`config.mk`:
```
export PLATFORM = sky130hd
export DESIGN_NAME = ppr_queue_ctrl
export DESIGN_NICKNAME = d
export VERILOG_FILES = /design/src/ppr_pkg.sv /design/src/ppr_queue_ctrl.sv
export SDC_FILE = /design/constraint.sdc
export NUM_CORES = 1
export LEC_CHECK = 0
export BUFFER_PORTS_ARGS = -buffer_cell sky130_fd_sc_hd__clkbuf_2
export CAP_MARGIN = 25
export CORE_ASPECT_RATIO = 0.7
export CORE_MARGIN = 1.5
export CORE_UTILIZATION = 60
export DETAILED_ROUTE_END_ITERATION = 16
export GPL_ROUTABILITY_DRIVEN = 1
export PLACE_DENSITY = 0.75
export SETUP_SLACK_MARGIN = 0.15
export SYNTH_ARGS = -nofsm -noshare
export SYNTH_HDL_FRONTEND = slang
export SYNTH_SLANG_ARGS = --single-unit
```
`constraint.sdc`:
```
create_clock -name clk -period 5.7 [get_ports clk]
set_clock_uncertainty 0.15 [all_clocks]
set_input_delay 0.285 -clock clk [delete_from_list [all_inputs] [get_ports clk]]
set_output_delay 0.285 -clock clk [all_outputs]
set_load 0.01 [all_outputs]
```
`src/ppr_pkg.sv`:
```
package ppr_pkg;

  localparam int NUM_QUEUES_DEF  = 4;
  localparam int QUEUE_BYTES_DEF = 4096;

  localparam int OP_W     = 2;
  localparam int IDX_W    = 3;
  localparam int BYTE_W   = 8;
  localparam int STATUS_W = 3;
  localparam int AIDX_W   = 2;
  localparam int FILL_W   = 13;

  typedef enum logic [OP_W-1:0] {
    OP_ALLOC   = 2'd0,
    OP_RELEASE = 2'd1,
    OP_WRITE   = 2'd2,
    OP_READ    = 2'd3
  } opcode_t;

  typedef enum logic [STATUS_W-1:0] {
    ST_OK     = 3'd0,
    ST_EMPTY  = 3'd1,
    ST_FULL   = 3'd2,
    ST_NOSLOT = 3'd3,
    ST_BADIDX = 3'd4
  } status_t;

  typedef struct packed {
    opcode_t             opcode;
    logic [IDX_W-1:0]    pipe_index;
    logic [BYTE_W-1:0]   write_data;
  } in_t;

  typedef struct packed {
    status_t             status;
    logic [BYTE_W-1:0]   read_data;
    logic [AIDX_W-1:0]   alloc_index;
    logic [FILL_W-1:0]   fill_count;
  } out_t;

  // Result of one item before the byte store answers.
  typedef struct packed {
    status_t             status;
    logic [AIDX_W-1:0]   alloc_index;
    logic [FILL_W-1:0]   fill_count;
    logic                read_hit;
  } info_t;

endpackage

```
`src/ppr_queue_ctrl.sv`:
```
module ppr_queue_ctrl #(
  parameter int NUM_QUEUES  = ppr_pkg::NUM_QUEUES_DEF,
  parameter int QUEUE_BYTES = ppr_pkg::QUEUE_BYTES_DEF,
  localparam int QW = (NUM_QUEUES > 1) ? $clog2(NUM_QUEUES) : 1,
  localparam int PW = $clog2(QUEUE_BYTES),
  localparam int FW = $clog2(QUEUE_BYTES + 1),
  localparam int AW = ((NUM_QUEUES * QUEUE_BYTES) > 1) ? $clog2(NUM_QUEUES * QUEUE_BYTES) : 1
) (
  input  logic                       clk,
  input  logic                       rst,
  input  logic                       accept,
  input  ppr_pkg::in_t               item,
  output ppr_pkg::info_t             info,
  output logic                       ram_we,
  output logic                       ram_re,
  output logic [AW-1:0]              ram_addr,
  output logic [ppr_pkg::BYTE_W-1:0] ram_wdata
);

  logic [PW-1:0]         rd_ptr [NUM_QUEUES];
  logic [PW-1:0]         wr_ptr [NUM_QUEUES];
  logic [FW-1:0]         fill   [NUM_QUEUES];
  logic [NUM_QUEUES-1:0] busy;

  logic          idx_ok;
  logic [QW-1:0] sel;
  logic          free_found;
  logic [QW-1:0] free_idx;
  logic [FW-1:0] cur_fill;
  logic [PW-1:0] cur_rd;
  logic [PW-1:0] cur_wr;
  logic [PW-1:0] ptr;
  logic          do_alloc;
  logic          do_release;

  assign idx_ok = 32'(item.pipe_index) < 32'(NUM_QUEUES);
  assign sel    = QW'(item.pipe_index);

  assign cur_fill = idx_ok ? fill[sel]   : '0;
  assign cur_rd   = idx_ok ? rd_ptr[sel] : '0;
  assign cur_wr   = idx_ok ? wr_ptr[sel] : '0;

  // Lowest free slot wins.
  always_comb begin
    free_found = 1'b0;
    free_idx   = '0;
    for (int i = NUM_QUEUES - 1; i >= 0; i--) begin
      if (!busy[i]) begin
        free_found = 1'b1;
        free_idx   = QW'(i);
      end
    end
  end

  always_comb begin
    info       = '0;
    info.status = ppr_pkg::ST_OK;
    ram_we     = 1'b0;
    ram_re     = 1'b0;
    ptr        = cur_wr;
    do_alloc   = 1'b0;
    do_release = 1'b0;
    if (item.opcode == ppr_pkg::OP_ALLOC) begin
      if (free_found) begin
        do_alloc         = 1'b1;
        info.alloc_index = ppr_pkg::AIDX_W'(free_idx);
      end else begin
        info.status = ppr_pkg::ST_NOSLOT;
      end
    end else if (!idx_ok) begin
      info.status = ppr_pkg::ST_BADIDX;
    end else begin
      case (item.opcode)
        ppr_pkg::OP_RELEASE: begin
          do_release      = 1'b1;
          info.fill_count = ppr_pkg::FILL_W'(cur_fill);
        end
        ppr_pkg::OP_WRITE: begin
          if (32'(cur_fill) >= 32'(QUEUE_BYTES)) begin
            info.status     = ppr_pkg::ST_FULL;
            info.fill_count = ppr_pkg::FILL_W'(cur_fill);
          end else begin
            ram_we          = 1'b1;
            info.fill_count = ppr_pkg::FILL_W'(cur_fill + FW'(1));
          end
        end
        ppr_pkg::OP_READ: begin
          ptr = cur_rd;
          if (cur_fill == '0) begin
            info.status = ppr_pkg::ST_EMPTY;
          end else begin
            ram_re          = 1'b1;
            info.read_hit   = 1'b1;
            info.fill_count = ppr_pkg::FILL_W'(cur_fill - FW'(1));
          end
        end
        default: begin
          info.status = ppr_pkg::ST_BADIDX;
        end
      endcase
    end
    ram_we = ram_we & accept;
    ram_re = ram_re & accept;
  end

  assign ram_addr  = AW'(sel) * AW'(QUEUE_BYTES) + AW'(ptr);
  assign ram_wdata = item.write_data;

  function automatic logic [PW-1:0] step_ptr(input logic [PW-1:0] p);
    logic [PW-1:0] r;
    if (p == PW'(QUEUE_BYTES - 1)) begin
      r = '0;
    end else begin
      r = p + PW'(1);
    end
    return r;
  endfunction

  always_ff @(posedge clk) begin
    if (rst) begin
      busy <= '0;
      for (int i = 0; i < NUM_QUEUES; i++) begin
        rd_ptr[i] <= '0;
        wr_ptr[i] <= '0;
        fill[i]   <= '0;
      end
    end else if (accept) begin
      if (do_alloc) begin
        busy[free_idx]   <= 1'b1;
        rd_ptr[free_idx] <= '0;
        wr_ptr[free_idx] <= '0;
        fill[free_idx]   <= '0;
      end
      if (do_release) begin
        busy[sel] <= 1'b0;
      end
      if (ram_we) begin
        wr_ptr[sel] <= step_ptr(cur_wr);
        fill[sel]   <= cur_fill + FW'(1);
      end
      if (ram_re) begin
        rd_ptr[sel] <= step_ptr(cur_rd);
        fill[sel]   <= cur_fill - FW'(1);
      end
    end
  end

  a_one_access: assert property (@(posedge clk) disable iff (rst)
    !(ram_we && ram_re))
    else $error("write and read of the byte store in one cycle");

  a_busy_hold: assert property (@(posedge clk) disable iff (rst)
    !accept |=> $stable(busy))
    else $error("slot busy bits changed without an item");

  a_alloc_free: assert property (@(posedge clk) disable iff (rst)
    accept && do_alloc |-> !busy[free_idx])
    else $error("allocate granted a busy slot");

endmodule

```
# After elaboration in Yosys (flattened, before gate mapping)
# Memories as Yosys holds them, arrays and structs flattened.
# Index checks and enable logic that the tools add are counted.
# totals
reg_bits	4
ram_bits	148
in_bits	16
wordCells	126
n_memories	3
# op_classes
addsub	5
magnitude_cmp	6
eq_ne	5
mux	90
n_bitwise	6
reduce_logical	10
# mem_list
name	words	word_bits	read_ports	rd_clocked_by_memory_dff	wr	line	rtl
fill	4	13	1	0	4	ppr_queue_ctrl.sv:22	logic [FW-1:0] fill [NUM_QUEUES];
rd_ptr	4	12	1	0	4	ppr_queue_ctrl.sv:20	logic [PW-1:0] rd_ptr [NUM_QUEUES];
wr_ptr	4	12	1	0	4	ppr_queue_ctrl.sv:21	logic [PW-1:0] wr_ptr [NUM_QUEUES];
# op_table
op	n
$mux W12	17
$mux W13	5
$reduce_or A12 Y1	4
$mux W14	3
$mux W1	41
$pmux W13 S3	1
$mux W2	14
$reduce_or A13 Y1	2
$add A12 B1 Y12 const B	2
$eq A12 B12 Y1 const B	2
$mux W4	4
$add A14 B12 Y14	1
$add A13 B1 Y13 const B	1
$ge A13 B13 Y1 const B	1
$logic_not A13 Y1	1
$sub A13 B1 Y13 const B	1
$pmux W3 S3	1
$lt A2 B3 Y1 const B	2
$mux W3	2
$and A4 B4 Y4	1
$demux W1 S2	2
$eq A2 B2 Y1 const B	2
$ge A2 B1 Y1 const B	2
$not A4 Y4	1
7 further kinds	9

# Logic depth before layout (Yosys ltp)
# Gate-level depths: netlist of the first run.
# logic_depth
ltp_word	15
mapped_depth	16
mapped_depth_nobuf	11

# Least setup slack after synthesis of the first run
# No wires, ideal clock.
# synth_path
kind	in2reg
start	input port item[8] (netlist name)
end	memory fill[3][0] (netlist name) (enable)
t_arrival_ns	3.699
t_required_ns	5.142
path_slack_ns	1.443
path_stages	13
path_buffers	3
cell_sequence	buf_6 > buf_12 > buf_6 > mux4_2 > and2_2 > inv_1 > ha_1 > inv_1 > nor2_1 > and4_1 > or3_4 > a31oi_1 > a311oi_1
# synth_rtl
item	line	rtl
start: declaration	ppr_queue_ctrl.sv:12	input ppr_pkg::in_t item,
end: declaration	ppr_queue_ctrl.sv:22	

==> impl_metrics.py, run 1 <==
metrics = {
    "status": {
        "outcome": "finished clean",
    },
    "setup_path": {
        "cp-end-kind": "flop",
        "critPathMaxFanout": 22,
        "crit_family": "simple AND/OR/NAND/NOR gates",
        "start_kind": "primary input",
        "critPathMaxStageDelay_ns": 0.63,
        "path_common_cell": "inv_1",
        "cp_num_buf_inv": 4,
        "cp_data_required_time_ns": 5.62,
        "critical_path_class": "in -> reg",
        "worstPathArrival_ns": 4.31,
        "path_cells": "clkbuf_2 > inv_1 > and2_2 > inv_1 > ha_1 > inv_1 > nor2_1 > and4_1 > or3_4 > a31oi_1 > nand2b_1 > nand2b_1",
        "crit_slowest_cell": "inv_1",
    },
    "logic_synthesis": {
        "yosys_warnings": 0,
        "synth_common_cells": "edfxtp_1, nor2_1, nand2_1, inv_1, mux4_2",
        "synth_nets": 804,
        "synth_ff_type": "edfxtp_1",
        "syn_area_sq_um": 8650,
        "netlist-cell-type-count": 69,
        "synth_area_leaders": "edfxtp_1, mux4_2, nor2_1, nand2_1, xnor2_1",
        "synth-seq-cells": 152,
        "synth-edff-count": 148,
        "synth_area_leader_cell": "edfxtp_1",
        "syn_avg_cell_area_sq_um": 11.0,
        "syn-instance-count": 784,
        "yosysTopAreaCellShare": 0.514,
        "synth_most_common_cell": "edfxtp_1",
        "async_flop_share": 0,
        "ys_seq_area_frac": 0.523,
    },
    "timing": {
        "tns_ns": 0,
        "setup_viol": 0,
        "hold_viol": 0,
        "grt_setup_unrepaired": "no",
        "relSlewSlack": 0.459,
        "drv_slew": 0,
        "fmax_mhz": 228,
        "setup_slack_ns": 1.31,
        "finalCritPeriodShare": 0.771,
        "period_minus_slack_ns": 4.39,
        "max_slew.worst_pin.slew_ns": 0.805,
    },
    "cts": {
        "cts_setup_buffers": 0,
        "clk_latency_ns": 0.44,
        "clk_path_buf_depth": 2,
        "cts_resized": 0,
        "cts.reportedPaths.clkPinSlew_ns": 0.06,
        "ctsHoldBuffers": 0,
        "cts.sinks": 152,
        "htree_levels": 4,
        "root_buffer": "clkbuf_16",
        "tritoncts": "yes",
        "cts_buffers": 17,
    },
    "route": {
        "wl_met2_um": 9310,
        "vias": 6357,
        "via_per_inst": 6.30,
        "wl_met1_um": 9800,
        "wl_um": 21600,
        "drt-initial-drc-count": 792,
        "wl_per_cell_um": 21.4,
        "first_pass_iters": 5,
        "route.met3.wl_um": 2340,
        "ant_nets": 0,
        "drcViolationCount": 0,
        "routed.top_layer": "met4",
    },
    "global_routing": {
        "grt_pass1_wl_um": 32900,
        "antenna_found_initial": 0,
        "grt_pass1_vias": 5820,
        "track_usage": 0.297,
        "grt_max_degree": 35,
        "grt_overflow_total": 0,
    },
    "placement": {
        "gp_congestion": 0.919,
        "dp_hpwl_um": 15100,
        "pre_cts_ws_ns": 0.962,
        "portBuffers": 42,
    },
    "floorplan": {
        "initial_core_util": 0.617,
        "rows": 36,
        "die-area_sq_um": 15200,
        "io_pins": 59,
        "die_x_um": 146,
        "core_area_sq_um": 14000,
        "fp.dieH_um": 103,
    },
    "pwr": {
        "p_per_area_nw_per_um2": 293,
        "p_leak_uw": 0.00362,
        "peakVddDrop_v": 0.000232,
    },
    "finish": {
        "syn_to_final_growth_pct": 9.35,
        "num-nets-final": 826,
        "antenna_cells": 0,
        "drive_above_1_share": 0.178,
    },
    "hold_path": {
        "min_path_type": "in -> reg",
    },
    "job": {
        "maxCapViolCount": 0,
    },
}
## state kept, by name (all words and copies together) (netlist names)
signal and flops:
fill 52, wr_ptr 48, busy 4, rd_ptr 48
## stage by stage
| stage | cells | power (uW) | cell area (sq um) | hold slack (ns) | utilization |
|---|---|---|---|---|---|
| after floorplan | 784 | 1580 | 8650 | 0.300 | - |
| after global placement | 977 | 1660 | 8880 | 0.351 | 0.634 |
| after detailed placement | 977 | 1670 | 8880 | 0.377 | 0.634 |
| after CTS | 1009 | 2770 | 9450 | 0.0605 | 0.675 |
| after global routing | 1009 | 2850 | 9450 | 0.0837 | 0.675 |
| final | 1009 | 2770 | 9450 | 0.0802 | 0.675 |
## report_power, final
part | total [uW] | internal (uW) | switching (uW) | leakage (uW)
registers | 1300 | 1290 | 17.7 | 0.00157
clock network | 1110 | 650 | 464 | 0.000281
logic | 352 | 122 | 230 | 0.00176
## worst register-to-register path, stage by stage, from the launching register on
cell and delay [ns]:
edfxtp_1 0.41, mux4_2 0.54, and2_2 0.24, inv_1 0.06, ha_1 0.26, inv_1 0.16
nor2_1 0.20, nand4_1 0.18, nand2b_2 0.34, a31oi_4 0.20, nand2b_1 0.43, nand2b_1 0.61
## worst paths after layout
path	from	to	slack, ns	cells past startpoint
worst max-delay path	item[10]	fill[1][0]	1.31	12
worst min-delay path	accept	busy[1]	0.08	3
worst max register to register	fill[3][1]	fill[1][0]	1.54	11
worst min register to register	busy[1]	busy[1]	0.41	2
## logic make-up after synthesis
logic type | count (synthesis) | synth area share
AOI/OAI and AO/OA | 98 | 0.0773
and+or+nand+nor | 356 | 0.194
DFF | 152 | 0.523
buffers and inverters | 98 | 0.0577
muxes | 45 | 0.110
xor gates and xnor gates | 31 | 0.0314
adders and majority gates | 4 | 0.00579
## layout make-up
| cell class | instances | area, sq um |
|---|---|---|
| clock inverters | 13 | 143 |
| flip-flops and latches | 152 | 4520 |
| repair buffers | 54 | 300 |
| well taps | 190 | 238 |
| clock buffers | 19 | 433 |
| multi-input cells | 534 | 3640 |
| fillers | 1046 | 4550 |
| inverters | 47 | 176 |
## cells in the final DEF, fill, tap and decap left out, types with 17 or more instances in the layout
cell         n
xnor2_1     25
nand2_1     88
clkbuf_16   17
inv_1       47
edfxtp_1   148
a21oi_1     23
and2_1      19
nor2_1     142
clkbuf_2    42
mux4_2      31
nand2b_1    25
nand3_1     23
## routing by layer
metal | vias up | GRT usage
met2 | 359 | 0.425
li1 | 2859 | -
met5 | - | 0
met4 | 0 | 0.0746
met3 | 20 | 0.0697
met1 | 3119 | 0.458
Power figures use the tool's default switching activity.
==> inputs of run 2 (changes only) <==
==> constraint.sdc (replaced) <==
create_clock -name clk -period 4.3 [get_ports clk]
set_clock_uncertainty 0.15 [all_clocks]
set_input_delay 0.215 -clock clk [delete_from_list [all_inputs] [get_ports clk]]
set_output_delay 0.215 -clock clk [all_outputs]
set_load 0.01 [all_outputs]
==> impl_metrics.py, run 2 (same netlist as run 1, synthesis figures left out) <==
metrics = {
    "cts": {
        "clk_latency_ns": 0.43,
        "tritoncts": "yes",
        "cts.sinks": 152,
        "cts_buffers": 17,
        "htree_levels": 4,
        "root_buffer": "clkbuf_16",
        "cts.reportedPaths.clkPinSlew_ns": 0.06,
        "clk_path_buf_depth": 2,
    },
    "finish": {
        "antenna_cells": 0,
        "regMostFlops": "fill",
        "top_regs": "fill: 52 flops, rd_ptr: 48 flops, wr_ptr: 48 flops",
        "drive_above_1_share": 0.202,
        "post-route-util": 0.688,
        "syn_to_final_growth_pct": 11.5,
        "num-nets-final": 853,
        "largest_reg_flops": 52,
        "layoutNonFillerInstCount": 1036,
        "layout_common_cells": "edfxtp_1, nor2_1, nand2_1",
        "final_common_cell": "edfxtp_1",
        "n_fill_cell": 1022,
    },
    "floorplan": {
        "core_area_sq_um": 14000,
        "fp.dieH_um": 103,
        "io_pins": 59,
        "die-area_sq_um": 15200,
        "rows": 36,
        "initial_core_util": 0.617,
        "die_x_um": 146,
    },
    "timing": {
        "worst_hold_slack_ns": 0.0908,
        "drv_slew": 0,
        "tns_ns": 0,
        "period_minus_slack_ns": 3.85,
        "fmax_mhz": 260,
        "setup_slack_ns": 0.450,
        "max_slew.worst_pin.slew_ns": 0.717,
        "setup_viol": 0,
        "grt_setup_unrepaired": "no",
        "relSlewSlack": 0.518,
        "hold_viol": 0,
        "finalCritPeriodShare": 0.895,
    },
    "route": {
        "wl_um": 22800,
        "via_per_inst": 6.24,
        "wl_met1_um": 9960,
        "ant_nets": 0,
        "routed.top_layer": "met4",
        "wl_per_cell_um": 22.0,
        "drt-initial-drc-count": 880,
        "vias": 6463,
        "drcViolationCount": 0,
        "first_pass_iters": 7,
        "wl_met2_um": 9660,
        "route.met3.wl_um": 2920,
    },
    "placement": {
        "portBuffers": 42,
        "placed_cells": 1003,
        "pre_cts_ws_ns": 0.501,
        "gp_congestion": 1.03,
        "dp_hpwl_um": 16300,
    },
    "setup_path": {
        "start_kind": "flop",
        "cp_data_required_time_ns": 3.93,
        "worstPathArrival_ns": 3.49,
        "reg2reg_slack_ns": 0.71,
        "critPathMaxFanout": 6,
        "cp-end-kind": "output pin",
        "critical_path_class": "reg -> out",
    },
    "global_routing": {
        "antenna_found_initial": 0,
        "grt_pass1_vias": 6011,
        "track_usage": 0.313,
        "grt_max_degree": 41,
        "grt_overflow_total": 0,
        "grt_pass1_wl_um": 34500,
    },
    "pwr": {
        "p_leak_uw": 0.00373,
        "p_clk_frac": 0.386,
        "power.switching_uw": 943,
        "comb_power_share": 0.138,
        "p_per_area_nw_per_um2": 376,
        "peakVddDrop_v": 0.000364,
        "swShare": 0.260,
        "p_int_uw": 2680,
        "sequentialPowerShare": 0.476,
    },
    "job": {
        "maxCapViolCount": 0,
    },
    "hold_path": {
        "min_path_type": "in -> reg",
    },
    "status": {
        "outcome": "finished clean",
    },
}
run 2: changes by cell type in the layout (fill, tap and decap cells not counted), sizes merged:
cell / before / now
clkinvlp: 1 / 3
inv: 53 / 51
clkbuf: 61 / 59
bufinv: 2 / 1
clkinv: 4 / 6
buf: 12 / 39
dlygate4sd3: 0 / 1
run 2: power groups by stage:
| stage | Combinational (uW) | Clock [uW] | Sequential (uW) |
|---|---|---|---|
| 2_1_floorplan | 343 | 0 | 1750 |
| 3_3_place_gp | 482 | 0 | 1750 |
| 3_5_place_dp | 486 | 0 | 1760 |
| 4_1_cts | 491 | 1410 | 1730 |
| 5_1_grt | 534 | 1460 | 1730 |
| 6_report | 500 | 1400 | 1730 |
run 2: repair_timing:
action                    in CTS  in global routing
hold endpoints to repair       1                  0
buffers inserted               0                  0
resized for setup              0                  0
hold buffers                   1                  0
run 2: metrics by stage:
| stage | area, sq um | total power, uW |
|---|---|---|
| 4_1_cts | 9640 | 3620 |
| 5_1_grt | 9640 | 3730 |
| 3_3_place_gp | 9080 | 2230 |
| 2_1_floorplan | 8650 | 2090 |
| 6_report | 9640 | 3620 |
| 3_5_place_dp | 9080 | 2240 |
run 2: worst paths after layout:
path                                 start          to  cells after the start
worst max-delay path            fill[3][1]    info[11]                     11
worst min-delay path                   rst     busy[3]                      2
worst max register to register  fill[3][1]  fill[1][3]                     12
worst min register to register     busy[1]     busy[1]                      2
run 2: final cells by class:
cell class | instances | area (sq um) | area share
Clock buffer | 18 | 429 | 0.0445
Clock inverter | 14 | 125 | 0.0130
Inverter | 47 | 176 | 0.0183
Multi-Input combinational cell | 534 | 3630 | 0.377
Sequential cell | 152 | 4520 | 0.469
Tap cell | 190 | 238 | 0.0246
Timing Repair Buffer | 81 | 518 | 0.0537
run 2: critical path, stage by stage (launching register included):
cell and delay, ns:
edfxtp_1 0.40, mux4_2 0.55, and2_2 0.25, inv_1 0.07
ha_1 0.17, inv_1 0.12, or4_1 0.56, o21ai_2 0.25
nand2b_1 0.16, xor2_1 0.18, o221ai_1 0.19, clkbuf_2 0.17
run 2: layer usage:
layer	GRT usage	vias up
met5	0	-
met4	0.0901	0
met1	0.469	3142
met2	0.442	393
li1	-	2898
met3	0.0956	30
==> inputs of run 3 (changes only) <==
--- a/config.mk
+++ b/config.mk
@@ -7,12 +7,13 @@
 export LEC_CHECK = 0
 export BUFFER_PORTS_ARGS = -buffer_cell sky130_fd_sc_hd__clkbuf_2
 export CAP_MARGIN = 25
-export CORE_ASPECT_RATIO = 0.7
+export CORE_ASPECT_RATIO = 1.2
 export CORE_MARGIN = 1.5
 export CORE_UTILIZATION = 60
 export DETAILED_ROUTE_END_ITERATION = 16
 export GPL_ROUTABILITY_DRIVEN = 1
 export PLACE_DENSITY = 0.75
+export REMOVE_ABC_BUFFERS = 1
 export SETUP_SLACK_MARGIN = 0.15
 export SYNTH_ARGS = -nofsm -noshare
 export SYNTH_HDL_FRONTEND = slang
==> impl_metrics.py, run 3 (same netlist as run 1, synthesis figures left out) <==
metrics = {
    "status": {
        "outcome": "finished, violations left",
        "violations": "design-rule violations",
    },
    "finish": {
        "drive_above_1_share": 0.194,
        "antenna_cells": 0,
        "largest_reg_flops": 52,
        "post-route-util": 0.687,
        "layout_common_cells": "edfxtp_1, nor2_1, nand2_1",
        "layoutNonFillerInstCount": 1004,
        "top_regs": "fill: 52 flops, rd_ptr: 48 flops, wr_ptr: 48 flops",
        "final_common_cell": "edfxtp_1",
        "regMostFlops": "fill",
        "syn_to_final_growth_pct": 10.8,
        "num-nets-final": 840,
    },
    "setup_path": {
        "path_cells": "mux4_2 > and2_2 > inv_1 > ha_1 > inv_1 > or4_1 > o21ai_2 > nand2b_1 > xor2_1 > o221ai_1 > clkbuf_2",
        "critPathMaxStageDelay_ns": 0.56,
        "cp-end-kind": "output pin",
        "worstPathArrival_ns": 3.54,
        "critPathMaxFanout": 6,
        "crit_family": "simple AND/OR/NAND/NOR gates",
        "crit_slowest_cell": "or4_1",
        "path_common_cell": "inv_1",
        "critical_path_class": "reg -> out",
        "cp_num_buf_inv": 3,
        "cp_data_required_time_ns": 3.93,
        "start_kind": "flop",
    },
    "placement": {
        "dp_hpwl_um": 15800,
        "placed_cells": 971,
        "gp_congestion": 0.981,
        "portBuffers": 42,
    },
    "global_routing": {
        "track_usage": 0.313,
        "grt_pass1_wl_um": 35200,
        "grt_overflow_total": 0,
        "grt_pass1_vias": 6437,
        "grt_max_degree": 33,
        "antenna_found_initial": 0,
    },
    "cts": {
        "cts_buffers": 17,
        "htree_levels": 4,
        "cts.reportedPaths.clkPinSlew_ns": 0.07,
        "clk_latency_ns": 0.43,
        "clk_path_buf_depth": 2,
        "cts.sinks": 152,
        "tritoncts": "yes",
        "root_buffer": "clkbuf_16",
    },
    "pwr": {
        "peakVddDrop_v": 0.000262,
        "p_per_area_nw_per_um2": 390,
        "p_leak_uw": 0.00370,
    },
    "route": {
        "first_pass_iters": 12,
        "wl_um": 22400,
        "ant_nets": 0,
        "drt-initial-drc-count": 747,
        "wl_per_cell_um": 22.3,
        "vias": 6348,
        "via_per_inst": 6.32,
        "drcViolationCount": 4,
    },
    "job": {
        "maxCapViolCount": 0,
    },
    "timing": {
        "setup_viol": 0,
        "grt_setup_unrepaired": "no",
        "hold_viol": 0,
        "tns_ns": 0,
        "max_slew.worst_pin.slew_ns": 0.832,
        "fmax_mhz": 256,
        "drv_slew": 0,
        "relSlewSlack": 0.445,
        "period_minus_slack_ns": 3.90,
        "finalCritPeriodShare": 0.908,
    },
    "floorplan": {
        "die_x_um": 113,
        "die-area_sq_um": 15100,
        "fp.dieH_um": 134,
        "rows": 47,
        "io_pins": 59,
        "core_area_sq_um": 13900,
        "initial_core_util": 0.620,
    },
    "hold_path": {
        "min_path_type": "in -> reg",
    },
}
run 3: power by group:
group | total, uW | internal (uW) | switching, uW
sequential | 1730 | 1700 | 23.0
combinational | 482 | 172 | 311
clock | 1530 | 880 | 647
run 3: cell type report:
type | count | area [sq um]
Clock inverter | 15 | 184
Timing Repair Buffer | 68 | 412
Fill cell | 1051 | 4360
Clock buffer | 17 | 425
Sequential cell | 152 | 4520
Tap cell | 171 | 214
Multi-Input combinational cell | 534 | 3640
Inverter | 47 | 176
run 3: per-layer routing:
layer / share of wire / GRT usage / up-vias
met2: 0.52 / 0.547 / 321
met3: 0.074 / 0.0601 / 58
met1: 0.37 / 0.373 / 3096
met5: 0 / 0 / -
met4: 0.042 / 0.153 / 0
li1: - / - / 2873
run 3: timing repair:
item                      in CTS  in global routing
setup buffers                  0                  0
hold buffers                   1                  0
hold endpoints to repair       2                  0
resized for setup              0                  0
run 3: per-stage QoR:
step / power [uW] / instance area (sq um) / setup slack [ns] / hold WS, ns
6_report: 3740 / 9580 / 0.396 / 0.179
5_1_grt: 3850 / 9580 / 0.281 / 0.153
4_1_cts: 3740 / 9580 / 0.404 / 0.115
3_5_place_dp: 2230 / 8960 / 0.475 / 0.280
3_3_place_gp: 2220 / 8940 / 0.590 / 0.280
2_1_floorplan: 2040 / 8320 / 0.468 / 0.137
run 3: final timing paths:
check / start / to / slack [ns] / depth (start not counted)
worst min register to register: busy[1] / busy[1] / 0.41 / 2
worst max-delay path: fill[3][1] / info[11] / 0.40 / 11
worst max register to register: fill[3][1] / fill[1][0] / 0.72 / 11
worst min-delay path: rst / busy[3] / 0.18 / 2
